--- src/sv/edsim_pkg.sv ---
// ----------------------------------------------------------------------------
// edsim_pkg
// Shared types and constants for the edit distance similarity unit.
// ----------------------------------------------------------------------------
`default_nettype none

package edsim_pkg;

    localparam int SYM_W     = 8;
    localparam int MODE_W    = 2;
    localparam int DIST_W    = 5;
    localparam int FRAC_BITS = 16;
    localparam int SIM_W     = FRAC_BITS + 1;
    localparam int STEP_W    = 5;

    typedef enum logic [MODE_W-1:0] {
        MODE_APPEND_A = 2'd0,
        MODE_APPEND_B = 2'd1,
        MODE_COMPUTE  = 2'd2
    } mode_t;

    typedef enum logic [2:0] {
        ST_IDLE,
        ST_FETCH,
        ST_ROW,
        ST_DRAIN,
        ST_PREP,
        ST_DIV,
        ST_DONE
    } state_t;

    typedef struct packed {
        logic load_a;
        logic load_b;
        logic start;
        logic issue;
        logic next_row;
        logic div_init;
        logic div_step;
        logic finish;
    } cmd_t;

    typedef struct packed {
        logic empty;
        logic last_col;
        logic last_row;
        logic div_last;
        logic out_free;
    } status_t;

endpackage

`default_nettype wire

--- src/sv/edsim_ram.sv ---
// ----------------------------------------------------------------------------
// edsim_ram
// Simple dual port RAM, one write port and one registered read port.
// ----------------------------------------------------------------------------
`default_nettype none

module edsim_ram #(
    parameter int WIDTH = 8,
    parameter int DEPTH = 16
) (
    input  wire logic                                  clk,
    input  wire logic                                  we,
    input  wire logic [((DEPTH > 1) ? $clog2(DEPTH) : 1)-1:0] waddr,
    input  wire logic [WIDTH-1:0]                      wdata,
    input  wire logic [((DEPTH > 1) ? $clog2(DEPTH) : 1)-1:0] raddr,
    output logic      [WIDTH-1:0]                      rdata
);

    logic [WIDTH-1:0] mem [DEPTH];
    logic [WIDTH-1:0] rdata_reg;

    always_ff @(posedge clk)
    begin
        if (we)
        begin
            mem[waddr] <= wdata;
        end
        rdata_reg <= mem[raddr];
    end

    assign rdata = rdata_reg;

endmodule

`default_nettype wire

--- src/sv/edsim_ctrl.sv ---
// ----------------------------------------------------------------------------
// edsim_ctrl
// Sequencer: input handshake, row/column walk, divider steps and result issue.
// ----------------------------------------------------------------------------
`default_nettype none

module edsim_ctrl (
    input  wire logic                                   clk,
    input  wire logic                                   rst_n,
    input  wire logic                                   in_valid,
    input  wire logic [edsim_pkg::MODE_W-1:0]           mode,
    output logic                                        in_stall,
    input  wire edsim_pkg::status_t                     st,
    output edsim_pkg::cmd_t                             cmd
);

    edsim_pkg::state_t state_reg;
    edsim_pkg::state_t state_next;

    always_ff @(posedge clk or negedge rst_n)
    begin
        if (!rst_n)
        begin
            state_reg <= edsim_pkg::ST_IDLE;
        end
        else
        begin
            state_reg <= state_next;
        end
    end

    always_comb
    begin
        state_next = state_reg;
        cmd        = '0;
        in_stall   = 1'b1;
        unique case (state_reg)
            edsim_pkg::ST_IDLE:
            begin
                in_stall = 1'b0;
                if (in_valid)
                begin
                    unique case (edsim_pkg::mode_t'(mode))
                        edsim_pkg::MODE_APPEND_A: cmd.load_a = 1'b1;
                        edsim_pkg::MODE_APPEND_B: cmd.load_b = 1'b1;
                        edsim_pkg::MODE_COMPUTE:
                        begin
                            cmd.start  = 1'b1;
                            state_next = st.empty ? edsim_pkg::ST_PREP
                                                  : edsim_pkg::ST_FETCH;
                        end
                        default: ;
                    endcase
                end
            end
            edsim_pkg::ST_FETCH:
            begin
                state_next = edsim_pkg::ST_ROW;
            end
            edsim_pkg::ST_ROW:
            begin
                cmd.issue = 1'b1;
                if (st.last_col)
                begin
                    if (st.last_row)
                    begin
                        state_next = edsim_pkg::ST_DRAIN;
                    end
                    else
                    begin
                        cmd.next_row = 1'b1;
                        state_next   = edsim_pkg::ST_FETCH;
                    end
                end
            end
            edsim_pkg::ST_DRAIN:
            begin
                state_next = edsim_pkg::ST_PREP;
            end
            edsim_pkg::ST_PREP:
            begin
                cmd.div_init = 1'b1;
                state_next   = edsim_pkg::ST_DIV;
            end
            edsim_pkg::ST_DIV:
            begin
                cmd.div_step = 1'b1;
                if (st.div_last)
                begin
                    state_next = edsim_pkg::ST_DONE;
                end
            end
            edsim_pkg::ST_DONE:
            begin
                if (st.out_free)
                begin
                    cmd.finish = 1'b1;
                    state_next = edsim_pkg::ST_IDLE;
                end
            end
            default:
            begin
                state_next = edsim_pkg::ST_IDLE;
            end
        endcase
    end

endmodule

`default_nettype wire

--- src/sv/edsim_datapath.sv ---
// ----------------------------------------------------------------------------
// edsim_datapath
// String stores, cost row cell unit, bit-serial divider and result register.
// ----------------------------------------------------------------------------
`default_nettype none

module edsim_datapath #(
    parameter int MAX_LEN = 16
) (
    input  wire logic                                   clk,
    input  wire logic                                   rst_n,
    input  wire logic [edsim_pkg::SYM_W-1:0]            symbol,
    input  wire edsim_pkg::cmd_t                        cmd,
    output edsim_pkg::status_t                          st,
    output logic                                        out_valid,
    input  wire logic                                   out_stall,
    output logic      [edsim_pkg::DIST_W-1:0]           edit_distance,
    output logic      [edsim_pkg::SIM_W-1:0]            similarity_q16,
    output logic                                        either_empty,
    output logic                                        overflow
);

    localparam int LW = $clog2(MAX_LEN + 1);
    localparam int AW = (MAX_LEN > 1) ? $clog2(MAX_LEN) : 1;
    localparam int TW = $clog2(2 * MAX_LEN + 1);
    localparam int RW = TW + 1;
    localparam int SW = edsim_pkg::SIM_W;
    localparam int DW = edsim_pkg::DIST_W;

    // string lengths and flags
    logic [LW-1:0] la_reg, la_next;
    logic [LW-1:0] lb_reg, lb_next;
    logic          drop_reg, drop_next;

    // walk counters
    logic [LW-1:0] i_reg, i_next;
    logic [LW-1:0] j_reg, j_next;

    // cell stage
    logic          pipe_v_reg, pipe_v_next;
    logic [LW-1:0] pipe_i_reg, pipe_i_next;
    logic [LW-1:0] pipe_j_reg, pipe_j_next;
    logic [LW-1:0] left_reg, left_next;
    logic [LW-1:0] diag_reg, diag_next;
    logic [LW-1:0] d_reg, d_next;
    logic          empty_reg, empty_next;

    // divider
    logic [RW-1:0]                 rem_reg, rem_next;
    logic [SW-1:0]                 q_reg, q_next;
    logic [edsim_pkg::STEP_W-1:0]  cnt_reg, cnt_next;

    // result register
    logic                          out_valid_reg, out_valid_next;
    logic [DW-1:0]                 dist_out_reg, dist_out_next;
    logic [SW-1:0]                 sim_out_reg, sim_out_next;
    logic                          empty_out_reg, empty_out_next;
    logic                          ovf_out_reg, ovf_out_next;

    // memories
    logic                          a_we, b_we, c_we;
    logic [AW-1:0]                 a_raddr, b_raddr, c_raddr, c_waddr;
    logic [edsim_pkg::SYM_W-1:0]   a_rdata, b_rdata;
    logic [LW-1:0]                 c_rdata;
    logic [LW-1:0]                 i_m1, j_m1, pj_m1;

    // cell arithmetic
    logic [LW-1:0] above, left_v, diag_v, cell_cost;
    logic [LW:0]   ins_c, del_c, sub_c, m1, m2;

    logic [TW-1:0] total;
    logic          ge;
    logic [RW-1:0] rem_sub;
    logic [DW+LW-1:0] d_ext;
    logic          a_full, b_full;

    assign a_full = (la_reg == LW'(MAX_LEN));
    assign b_full = (lb_reg == LW'(MAX_LEN));
    assign a_we   = cmd.load_a && !a_full;
    assign b_we   = cmd.load_b && !b_full;

    assign i_m1    = i_reg - LW'(1);
    assign j_m1    = j_reg - LW'(1);
    assign pj_m1   = pipe_j_reg - LW'(1);
    assign a_raddr = i_m1[AW-1:0];
    assign b_raddr = j_m1[AW-1:0];
    assign c_raddr = j_m1[AW-1:0];
    assign c_waddr = pj_m1[AW-1:0];
    assign c_we    = pipe_v_reg;

    edsim_ram #(.WIDTH(edsim_pkg::SYM_W), .DEPTH(MAX_LEN)) u_a_ram (
        .clk   (clk),
        .we    (a_we),
        .waddr (la_reg[AW-1:0]),
        .wdata (symbol),
        .raddr (a_raddr),
        .rdata (a_rdata)
    );

    edsim_ram #(.WIDTH(edsim_pkg::SYM_W), .DEPTH(MAX_LEN)) u_b_ram (
        .clk   (clk),
        .we    (b_we),
        .waddr (lb_reg[AW-1:0]),
        .wdata (symbol),
        .raddr (b_raddr),
        .rdata (b_rdata)
    );

    edsim_ram #(.WIDTH(LW), .DEPTH(MAX_LEN)) u_cost_ram (
        .clk   (clk),
        .we    (c_we),
        .waddr (c_waddr),
        .wdata (cell_cost),
        .raddr (c_raddr),
        .rdata (c_rdata)
    );

    // one cell of the distance table; first row and first column come from indices
    always_comb
    begin
        above     = (pipe_i_reg == LW'(1)) ? pipe_j_reg : c_rdata;
        left_v    = (pipe_j_reg == LW'(1)) ? pipe_i_reg : left_reg;
        diag_v    = (pipe_j_reg == LW'(1)) ? (pipe_i_reg - LW'(1)) : diag_reg;
        ins_c     = {1'b0, above} + (LW+1)'(1);
        del_c     = {1'b0, left_v} + (LW+1)'(1);
        sub_c     = {1'b0, diag_v} + (LW+1)'(a_rdata != b_rdata);
        m1        = (ins_c < del_c) ? ins_c : del_c;
        m2        = (m1 < sub_c) ? m1 : sub_c;
        cell_cost = m2[LW-1:0];
    end

    assign total   = TW'(la_reg) + TW'(lb_reg);
    assign ge      = (rem_reg >= RW'(total));
    assign rem_sub = ge ? (rem_reg - RW'(total)) : rem_reg;
    assign d_ext   = {{DW{1'b0}}, d_reg};

    assign st.empty    = (la_reg == '0) || (lb_reg == '0);
    assign st.last_col = (j_reg == lb_reg);
    assign st.last_row = (i_reg == la_reg);
    assign st.div_last = (cnt_reg == edsim_pkg::STEP_W'(SW - 1));
    assign st.out_free = !out_valid_reg || !out_stall;

    always_comb
    begin
        la_next        = la_reg;
        lb_next        = lb_reg;
        drop_next      = drop_reg;
        i_next         = i_reg;
        j_next         = j_reg;
        pipe_v_next    = cmd.issue;
        pipe_i_next    = i_reg;
        pipe_j_next    = j_reg;
        left_next      = left_reg;
        diag_next      = diag_reg;
        d_next         = d_reg;
        empty_next     = empty_reg;
        rem_next       = rem_reg;
        q_next         = q_reg;
        cnt_next       = cnt_reg;
        out_valid_next = out_valid_reg && out_stall;
        dist_out_next  = dist_out_reg;
        sim_out_next   = sim_out_reg;
        empty_out_next = empty_out_reg;
        ovf_out_next   = ovf_out_reg;

        if (cmd.load_a)
        begin
            if (a_full)
            begin
                drop_next = 1'b1;
            end
            else
            begin
                la_next = la_reg + LW'(1);
            end
        end
        if (cmd.load_b)
        begin
            if (b_full)
            begin
                drop_next = 1'b1;
            end
            else
            begin
                lb_next = lb_reg + LW'(1);
            end
        end

        if (cmd.start)
        begin
            i_next     = LW'(1);
            j_next     = LW'(1);
            empty_next = st.empty;
            // an empty string leaves the other length as the distance
            d_next     = (la_reg == '0) ? lb_reg : la_reg;
        end
        if (cmd.issue)
        begin
            j_next = j_reg + LW'(1);
        end
        if (cmd.next_row)
        begin
            i_next = i_reg + LW'(1);
            j_next = LW'(1);
        end

        if (pipe_v_reg)
        begin
            left_next = cell_cost;
            diag_next = above;
            d_next    = cell_cost;
        end

        if (cmd.div_init)
        begin
            rem_next = RW'(total) - RW'(d_reg);
            q_next   = '0;
            cnt_next = '0;
        end
        if (cmd.div_step)
        begin
            rem_next = {rem_sub[RW-2:0], 1'b0};
            q_next   = {q_reg[SW-2:0], ge};
            cnt_next = cnt_reg + edsim_pkg::STEP_W'(1);
        end

        if (cmd.finish)
        begin
            out_valid_next = 1'b1;
            dist_out_next  = d_ext[DW-1:0];
            sim_out_next   = empty_reg ? '0 : q_reg;
            empty_out_next = empty_reg;
            ovf_out_next   = drop_reg;
            la_next        = '0;
            lb_next        = '0;
            drop_next      = 1'b0;
        end
    end

    always_ff @(posedge clk or negedge rst_n)
    begin
        if (!rst_n)
        begin
            la_reg        <= '0;
            lb_reg        <= '0;
            drop_reg      <= 1'b0;
            i_reg         <= '0;
            j_reg         <= '0;
            pipe_v_reg    <= 1'b0;
            cnt_reg       <= '0;
            out_valid_reg <= 1'b0;
        end
        else
        begin
            la_reg        <= la_next;
            lb_reg        <= lb_next;
            drop_reg      <= drop_next;
            i_reg         <= i_next;
            j_reg         <= j_next;
            pipe_v_reg    <= pipe_v_next;
            cnt_reg       <= cnt_next;
            out_valid_reg <= out_valid_next;
        end
    end

    always_ff @(posedge clk)
    begin
        pipe_i_reg    <= pipe_i_next;
        pipe_j_reg    <= pipe_j_next;
        left_reg      <= left_next;
        diag_reg      <= diag_next;
        d_reg         <= d_next;
        empty_reg     <= empty_next;
        rem_reg       <= rem_next;
        q_reg         <= q_next;
        dist_out_reg  <= dist_out_next;
        sim_out_reg   <= sim_out_next;
        empty_out_reg <= empty_out_next;
        ovf_out_reg   <= ovf_out_next;
    end

    assign out_valid      = out_valid_reg;
    assign edit_distance  = dist_out_reg;
    assign similarity_q16 = sim_out_reg;
    assign either_empty   = empty_out_reg;
    assign overflow       = ovf_out_reg;

endmodule

`default_nettype wire

--- src/sv/edit_distance_similarity_unit.sv ---
// ----------------------------------------------------------------------------
// edit_distance_similarity_unit
// Levenshtein distance and similarity ratio over two loaded byte strings.
// ----------------------------------------------------------------------------
// Each append beat (mode 0 to the first string, mode 1 to the second) adds
// one byte; a string already holding MAX_LEN characters drops the byte and
// raises overflow on the next result. A compute beat walks the distance table
// one cell per cycle through a single cell unit and the cost row memory,
// with a fetch state before each row for that row's character, then runs a
// bit-serial divider, one quotient bit per cycle, for the Q1.16 similarity.
// Appends are taken while a result waits at the output; a compute is taken
// too, and its result is held until the slot frees. A compute clears both
// lengths and the overflow flag. String bytes and the cost row sit in
// uninitialised RAM and need no clearing pass.
// ----------------------------------------------------------------------------
`default_nettype none

module edit_distance_similarity_unit #(
    parameter int MAX_LEN = 16
) (
    input  wire logic                                   clk,
    input  wire logic                                   rst_n,
    input  wire logic                                   in_valid,
    output logic                                        in_stall,
    input  wire logic [edsim_pkg::MODE_W-1:0]           mode,
    input  wire logic [edsim_pkg::SYM_W-1:0]            symbol,
    output logic                                        out_valid,
    input  wire logic                                   out_stall,
    output logic      [edsim_pkg::DIST_W-1:0]           edit_distance,
    output logic      [edsim_pkg::SIM_W-1:0]            similarity_q16,
    output logic                                        either_empty,
    output logic                                        overflow
);

    edsim_pkg::cmd_t    cmd;
    edsim_pkg::status_t st;

    edsim_ctrl u_ctrl (
        .clk      (clk),
        .rst_n    (rst_n),
        .in_valid (in_valid),
        .mode     (mode),
        .in_stall (in_stall),
        .st       (st),
        .cmd      (cmd)
    );

    edsim_datapath #(.MAX_LEN(MAX_LEN)) u_dp (
        .clk            (clk),
        .rst_n          (rst_n),
        .symbol         (symbol),
        .cmd            (cmd),
        .st             (st),
        .out_valid      (out_valid),
        .out_stall      (out_stall),
        .edit_distance  (edit_distance),
        .similarity_q16 (similarity_q16),
        .either_empty   (either_empty),
        .overflow       (overflow)
    );

endmodule

`default_nettype wire

--- config.mk ---
export PLATFORM = sky130hd
export DESIGN_NAME = edit_distance_similarity_unit
export DESIGN_NICKNAME = d
export VERILOG_FILES = /design/src/sv/edsim_pkg.sv /design/src/sv/edsim_ram.sv /design/src/sv/edsim_ctrl.sv /design/src/sv/edsim_datapath.sv /design/src/sv/edit_distance_similarity_unit.sv
export SDC_FILE = /design/constraint.sdc
export NUM_CORES = 1
export LEC_CHECK = 0
export CAP_MARGIN = 15
export CORE_MARGIN = 1.5
export CORE_UTILIZATION = 65
export CTS_BUF_LIST = sky130_fd_sc_hd__clkbuf_8
export CTS_CLUSTER_DIAMETER = 200
export DETAILED_ROUTE_END_ITERATION = 6
export DONT_BUFFER_PORTS = 1
export GPL_ROUTABILITY_DRIVEN = 0
export GPL_TIMING_DRIVEN = 0
export PLACE_DENSITY = 0.9
export SLEW_MARGIN = 20
export SYNTH_ARGS = -nofsm -noshare
export SYNTH_HDL_FRONTEND = slang
export SYNTH_SLANG_ARGS = --single-unit
export TNS_END_PERCENT = 50
--- constraint.sdc ---
create_clock -name clk -period 7.47 [get_ports clk]
set_input_delay 1.494 -clock clk [delete_from_list [all_inputs] [get_ports clk]]
set_output_delay 1.494 -clock clk [all_outputs]
set_load 0.02 [all_outputs]
=== After elaboration in Yosys (flattened, before gate mapping) ===
Memory sizes are Yosys's and may differ from the RTL's. A register that Yosys moved wholly into a read port is not among the register bits.
Index checks and enable logic that the tools add are counted.
Widths: inputs -> output; s select.

* Bits in registers: 105
* RAM bits: 336
* Output and inout bits: 26
* Logic and storage cells: 146
* Memories kept: 3

* Add/sub/neg operators: 15
* Order comparisons: 3
* Equal/unequal tests: 23
* Multiplexer cells: 58
* Reduce and logical (&&, ||, !) cells: 22

{| class="wikitable"
|+ Memory list
! name !! words !! bits a word !! read ports !! clocked after Yosys merged registers in !! wr ports !! line !! text
|-
| u_dp.u_a_ram.mem || 16 || 8 || 1 || 1 || 1 || edsim_ram.sv:19 || <nowiki>logic [WIDTH-1:0] mem [DEPTH];</nowiki>
|-
| u_dp.u_b_ram.mem || 16 || 8 || 1 || 1 || 1 || edsim_ram.sv:19 ||
|-
| u_dp.u_cost_ram.mem || 16 || 5 || 1 || 1 || 1 || edsim_ram.sv:19 ||
|}

{| class="wikitable"
|+ Operators with widths
! cell !! number
|-
| $mux 5 || 19
|-
| $mux 17 || 2
|-
| $add 5x1->5 const B || 5
|-
| $mux 3 || 8
|-
| $mux 1 || 22
|-
| $pmux 3 s7 || 1
|-
| $eq 5x5->1 const B || 3
|-
| $mux 7 || 2
|-
| $ne 2x2->1 const B || 7
|-
| $add 5x1->6 const B || 2
|-
| $lt 6x6->1 || 2
|-
| $mux 6 || 2
|-
| $sub 4x1->4 const B || 3
|-
| $eq 5x1->1 const B || 2
|-
| $eq 5x5->1 || 2
|-
| $logic_not 5->1 || 2
|-
| $reduce_bool 2->1 || 5
|-
| $eq 3x3->1 const B || 3
|-
| $ne 8x8->1 || 1
|-
| $ge 7x6->1 || 1
|-
| $sub 6x5->7 || 1
|-
| $add 5x1->6 || 1
|-
| $add 5x5->6 || 1
|-
| $eq 3x2->1 const B || 2
|-
| 14 further kinds || 22
|}

=== Depth between registers and ports, before layout ===
* Word-level depth: 8
* Depth in mapped cells: 25
* Depth with buffers taken out: 22

=== By module ===
A second synthesis with hierarchy kept.

* Cell total of the unflattened synthesis: 1200
* Area, all modules: 19745.2 um2

{| class="wikitable"
|+ Modules (own cells, without submodules)
! module !! times used !! cells each !! area an instance (um2) !! sequential area each (um2)
|-
| edsim_ram (u_dp.u_a_ram ...) || 2 || 229 || 5147.4 || 4003.8
|-
| edsim_datapath || 1 || 553 || 5953.2 || 2812.7
|-
| edsim_ram (u_dp.u_cost_ram) || 1 || 155 || 3213.1 || 2502.4
|-
| edsim_ctrl || 1 || 34 || 284.0 || 75.1
|}

=== Worst setup path before layout ===
No wires, ideal clock.

* Path kind: reg2reg
* Start: reg u_dp.pipe_j_reg[2]
* End: reg u_dp.left_reg[3], data pin
* Arrival time: 5.642 ns
* Required time: 7.169 ns
* Slack: 1.526 ns
* Stages on the path, launching flop included: 26
* Path buffers: 4
* Period minus slack after synthesis: 5.944 ns
* Cells stage by stage: dfxtp_1 buf_6 or4b_1 or2_4 clkbuf_1 clkbuf_1 nand2_1 o21ai_0 ha_1 xnor2_1 inv_1 ha_1 or2_2 a2111oi_4 o21ai_1 a41o_4 mux2_4 ha_1 a21o_1 a21o_2 a21oi_1 o21a_1 inv_1 and2_4 buf_6 mux2i_1

* Word-level cells in the longest chain between the ends: 7
* Elaborated cells on any way between the ends: 11
* Classes of those cells: 3 x add/sub; 2 x order compare; 1 x eq/ne; 5 x mux

{| class="wikitable"
|+ RTL lines
! item !! line !! text
|-
| start, declared || edsim_datapath.sv:42 || <nowiki>logic [LW-1:0] pipe_j_reg, pipe_j_next;</nowiki>
|-
| start signal, assigned || edsim_datapath.sv:269 || <nowiki>pipe_j_reg <= pipe_j_next;</nowiki>
|-
| $eq 5x1->1 || edsim_datapath.sv:122, edsim_datapath.sv:123 ||
|-
| $mux 5 || edsim_datapath.sv:122 || <nowiki>left_v = (pipe_j_reg == LW'(1)) ? pipe_i_reg : left_reg;</nowiki>
|-
| $add 5x1->6 || edsim_datapath.sv:125 || <nowiki>del_c = {1'b0, left_v} + (LW+1)'(1);</nowiki>
|-
| $lt 6x6->1 || edsim_datapath.sv:127 || <nowiki>m1 = (ins_c < del_c) ? ins_c : del_c;</nowiki>
|-
| $mux 6 || edsim_datapath.sv:127 ||
|-
| $lt 6x6->1 || edsim_datapath.sv:128 || <nowiki>m2 = (m1 < sub_c) ? m1 : sub_c;</nowiki>
|-
| $mux 5 * || edsim_datapath.sv:128 ||
|-
| net u_dp.m2[3] || edsim_datapath.sv:69 || <nowiki>logic [LW:0] ins_c, del_c, sub_c, m1, m2;</nowiki>
|-
| end signal, assigned || edsim_datapath.sv:270 || <nowiki>left_reg <= left_next;</nowiki>
|-
| end, declared || edsim_datapath.sv:43 || <nowiki>logic [LW-1:0] left_reg, left_next;</nowiki>
|}

Mark *: on every way through the listed nets, which the timed path passes. The rest lies on a longest branch.
A chain may end at the register's enable or synchronous reset.

=== Worst setup path in the final report ===
* Start: reg u_dp.pipe_j_reg[2]
* End: mem u_dp.u_cost_ram.mem[8][3] (netlist bit), data pin

* Word-level cells in the longest chain between the ends: 7
* Elaborated cells on any way between the ends: 11
* Classes of those cells: 3 x add/sub; 2 x order compare; 1 x eq/ne; 5 x mux

{| class="wikitable"
|+ RTL lines
! item !! line
|-
| $eq 5x1->1 || edsim_datapath.sv:122, edsim_datapath.sv:123
|-
| $mux 5 || edsim_datapath.sv:122
|-
| $add 5x1->6 || edsim_datapath.sv:125
|-
| $lt 6x6->1 || edsim_datapath.sv:127
|-
| $mux 6 || edsim_datapath.sv:127
|-
| $lt 6x6->1 || edsim_datapath.sv:128
|-
| $mux 5 * || edsim_datapath.sv:128
|-
| net u_dp.m2[3] || edsim_datapath.sv:69
|-
| end, declared || edsim_ram.sv:19
|}

Marked as above.

==> impl_results.md <==
- Pins Over Slew Limit: 0
- Tcrit/Tclk final: 92.7%
- DRT Pass-1 Iters: 5
- CP Max Fanout: 17
- Total gr overflow: 0
- Area of the multi-input gates: 5800 µm²
- Total Negative Setup Slacks: 0 ns
- Final WL: 43100 µm
- Hold-fix buffers at CTS: 0
- Layout area overhead: 9.75%
- CP Launch Point: u_dp.pipe_j_reg[2]$_DFF_P_
- Post-Synthesis Cells: 1149
- Clock latency at the later pin of the worst-skew pair: 0.60 ns
- Die Wd: 176 µm
- Per-cell routed wire length: 25.8 µm
- Area leader, netlist: edfxtp_1
- CTS HTree Levels: 3
- HP Class: reg2reg
- Req. time, crit path: 7.71 ns
- RSZ-0062 raised after global routing: no
- Via count of the first global-routing pass: 11200
- Relative slew slack: 29.4%
- Element type at the critical path start: flip-flop
- Most common cell after layout, fill and taps aside: edfxtp_1
- Setup Buffers After CTS: 0
- CTS resizes: 0
- Final hold violations: 0
- Largest net degree at the start of global routing: 33
- R2R setup slack: 0.54 ns
- GRT Total Usage: 29.1%
- Syn nets: 1211
- Die Height: 176 µm
- Cell Area, Synth: 19600 µm²
- Most frequent cells in the layout: edfxtp_1, mux4_2, clkbuf_8
- DRT antenna net count: 0
- Clock tree root buffer cell: clkbuf_8
- I/O Buffers: 0
- Post-synthesis sequential area ratio: 68.5%
- Clock buffer count from CTS: 71
- Synthesized flop and latch total: 462
- Critical Path End Type: flip-flop
- Layout Nets: 1285
- WS Path Type: reg2reg
- Predominant post-synthesis flop cell: edfxtp_1
- Crit path time final: 6.93 ns
- Initial Utilization: 66.0%
- Synth warn: 0
- Status: finished clean
- Post-synth EDFFs: 399
- Clk sink count: 462
- Seq. cell area: 13400 µm²
- Worst Max-Slew Pin Slew: 1.04 ns
- Top Registers: u_dp.u_a_ram.mem x128, u_dp.u_b_ram.mem x128, u_dp.u_cost_ram.mem x80
- Initial DRC Count: 1354
- R2r endpoint: u_dp.u_cost_ram.mem[8][3]$_DFFE_PP_
- Hold path depth: 0
- Mean post-synth cell area: 17.0 µm²
- Fill cells: 1694
- Via density: 6.49
- Netlist cell types: 62
- Initial antenna violation count: 2
- Setup Skew: 0.0276 ns
- Maxcap violations: 0
- RR Startpoint: u_dp.pipe_j_reg[2]$_DFF_P_
- Fraction of final layout cells sized beyond drive strength 1: 18.7%
- Detailed-route via count: 10800
- Worst EP arrival: 7.17 ns
- Worst reg-to-reg path cell count: 25
- Hold Crit Start: u_dp.i_reg[3]$_DFFE_PN0P_
- Core Box Area: 29600 µm²
- Die area: 31100 µm²
- Dpl hpwl: 27800 µm
- Maximum clock frequency: 144 MHz
- CTS tree: built
- First-pass GRT wire length: 65800 µm
- DR DRC count: 0
- Ys async rst share: 6.71%
- Ports: 40
- # rows: 63
- Yosys top cell area share: 61.3%
- Clock tree buffer depth: 3
- Hold worst-path end: u_dp.pipe_i_reg[3]$_DFF_P_
- CTS clk-pin slew, worst paths: 0.06 ns
- Final setup fails: 0
- Top post-synthesis cells by area: edfxtp_1, mux4_2, dfrtp_1, dfxtp_1, ha_1
[worst max-delay path by stage]
stage,endpoint,cells after the start
after CTS,u_dp.u_cost_ram.mem[9][3]$_DFFE_PP_,25
after global routing,u_dp.u_cost_ram.mem[0][3]$_DFFE_PP_,25
after detailed placement,u_dp.u_cost_ram.mem[2][3]$_DFFE_PP_,25
after floorplan,u_dp.left_reg[3]$_DFFE_PP_,25
final,u_dp.u_cost_ram.mem[8][3]$_DFFE_PP_,25
after global placement,u_dp.u_cost_ram.mem[1][3]$_DFFE_PP_,25
[metal layers]
| metal | GRT usage, % | part of all wire [%] |
|---|---|---|
| met1 | 37.8 | 38 |
| met2 | 47.9 | 50 |
| met3 | 6.20 | 8.1 |
| met4 | 12.8 | 4.2 |
| met5 | 0 | 0.039 |
[cells in the mapped netlist, drive strengths merged, types with 5 or more instances]
cell,count
mux2i,13
inv,50
xor2,26
and2,15
mux2,8
and3,25
nand2,41
a21oi,22
a21o,9
nand2b,9
o21a,7
clkbuf,37
nor2,61
xnor2,31
edfxtp,399
buf,13
nand3,24
mux4,105
o21ai,33
a211oi,12
dfxtp,32
dfrtp,31
nor3,22
ha,45
nor2b,21
nand4,6
or2,5
[worst max-delay path: stages, from the launching register on]
cell,delay [ns]
dfxtp_1,0.30
buf_6,0.14
or4b_1,0.59
or2_4,0.30
clkbuf_1,0.26
clkbuf_1,0.28
nand2_1,0.12
o21ai_0,0.08
ha_1,0.22
xnor2_1,0.24
inv_1,0.07
ha_1,0.19
or2_2,0.31
a2111oi_4,0.24
o21ai_1,0.21
a41o_4,0.34
mux2_4,0.34
ha_1,0.20
a21o_1,0.17
a21o_2,0.20
a21oi_1,0.32
o21a_1,0.21
inv_1,0.12
and2_4,0.18
buf_6,0.13
mux2i_2,0.81
[metrics by stage]
step / instance area [µm²] / hold WS (ns) / worst slack [ns] / util, % / std cells
floorplan: 19600 / 0.345 / 1.53 / - / 1149
global placement: 20000 / 0.350 / 0.548 / 67.6 / 1539
detailed placement: 20100 / 0.356 / 0.692 / 67.9 / 1540
CTS: 21400 / 0.374 / 0.664 / 72.4 / 1669
global route: 21500 / 0.386 / 0.248 / 72.4 / 1669
finish: 21500 / 0.379 / 0.542 / 72.4 / 1670
[area by class of cell]
| type | count | area share, % |
|---|---|---|
| multi-input cells | 587 | 27.0 |
| plain buffers | 50 | 1.04 |
| well taps | 390 | 2.27 |
| inverters | 50 | 0.875 |
| diodes | 1 | 0.0117 |
| flip-flops and latches | 462 | 62.4 |
| clock inverters | 48 | 1.03 |
| repair buffers | 1 | 0.128 |
| clock buffers | 81 | 5.20 |
[cells by family after synthesis]
family	count (synthesis)	synth area share, %
flops	462	68.5
mux	126	13.3
simple gates	248	6.66
compound gates	108	3.67
xor+xnor	57	2.55
buf+inv	100	2.09
fa+ha+maj	48	3.19
Power is left out: the tool's default activity adds up to more than one toggle a clock period on the data nets, which glitch-free logic cannot reach.
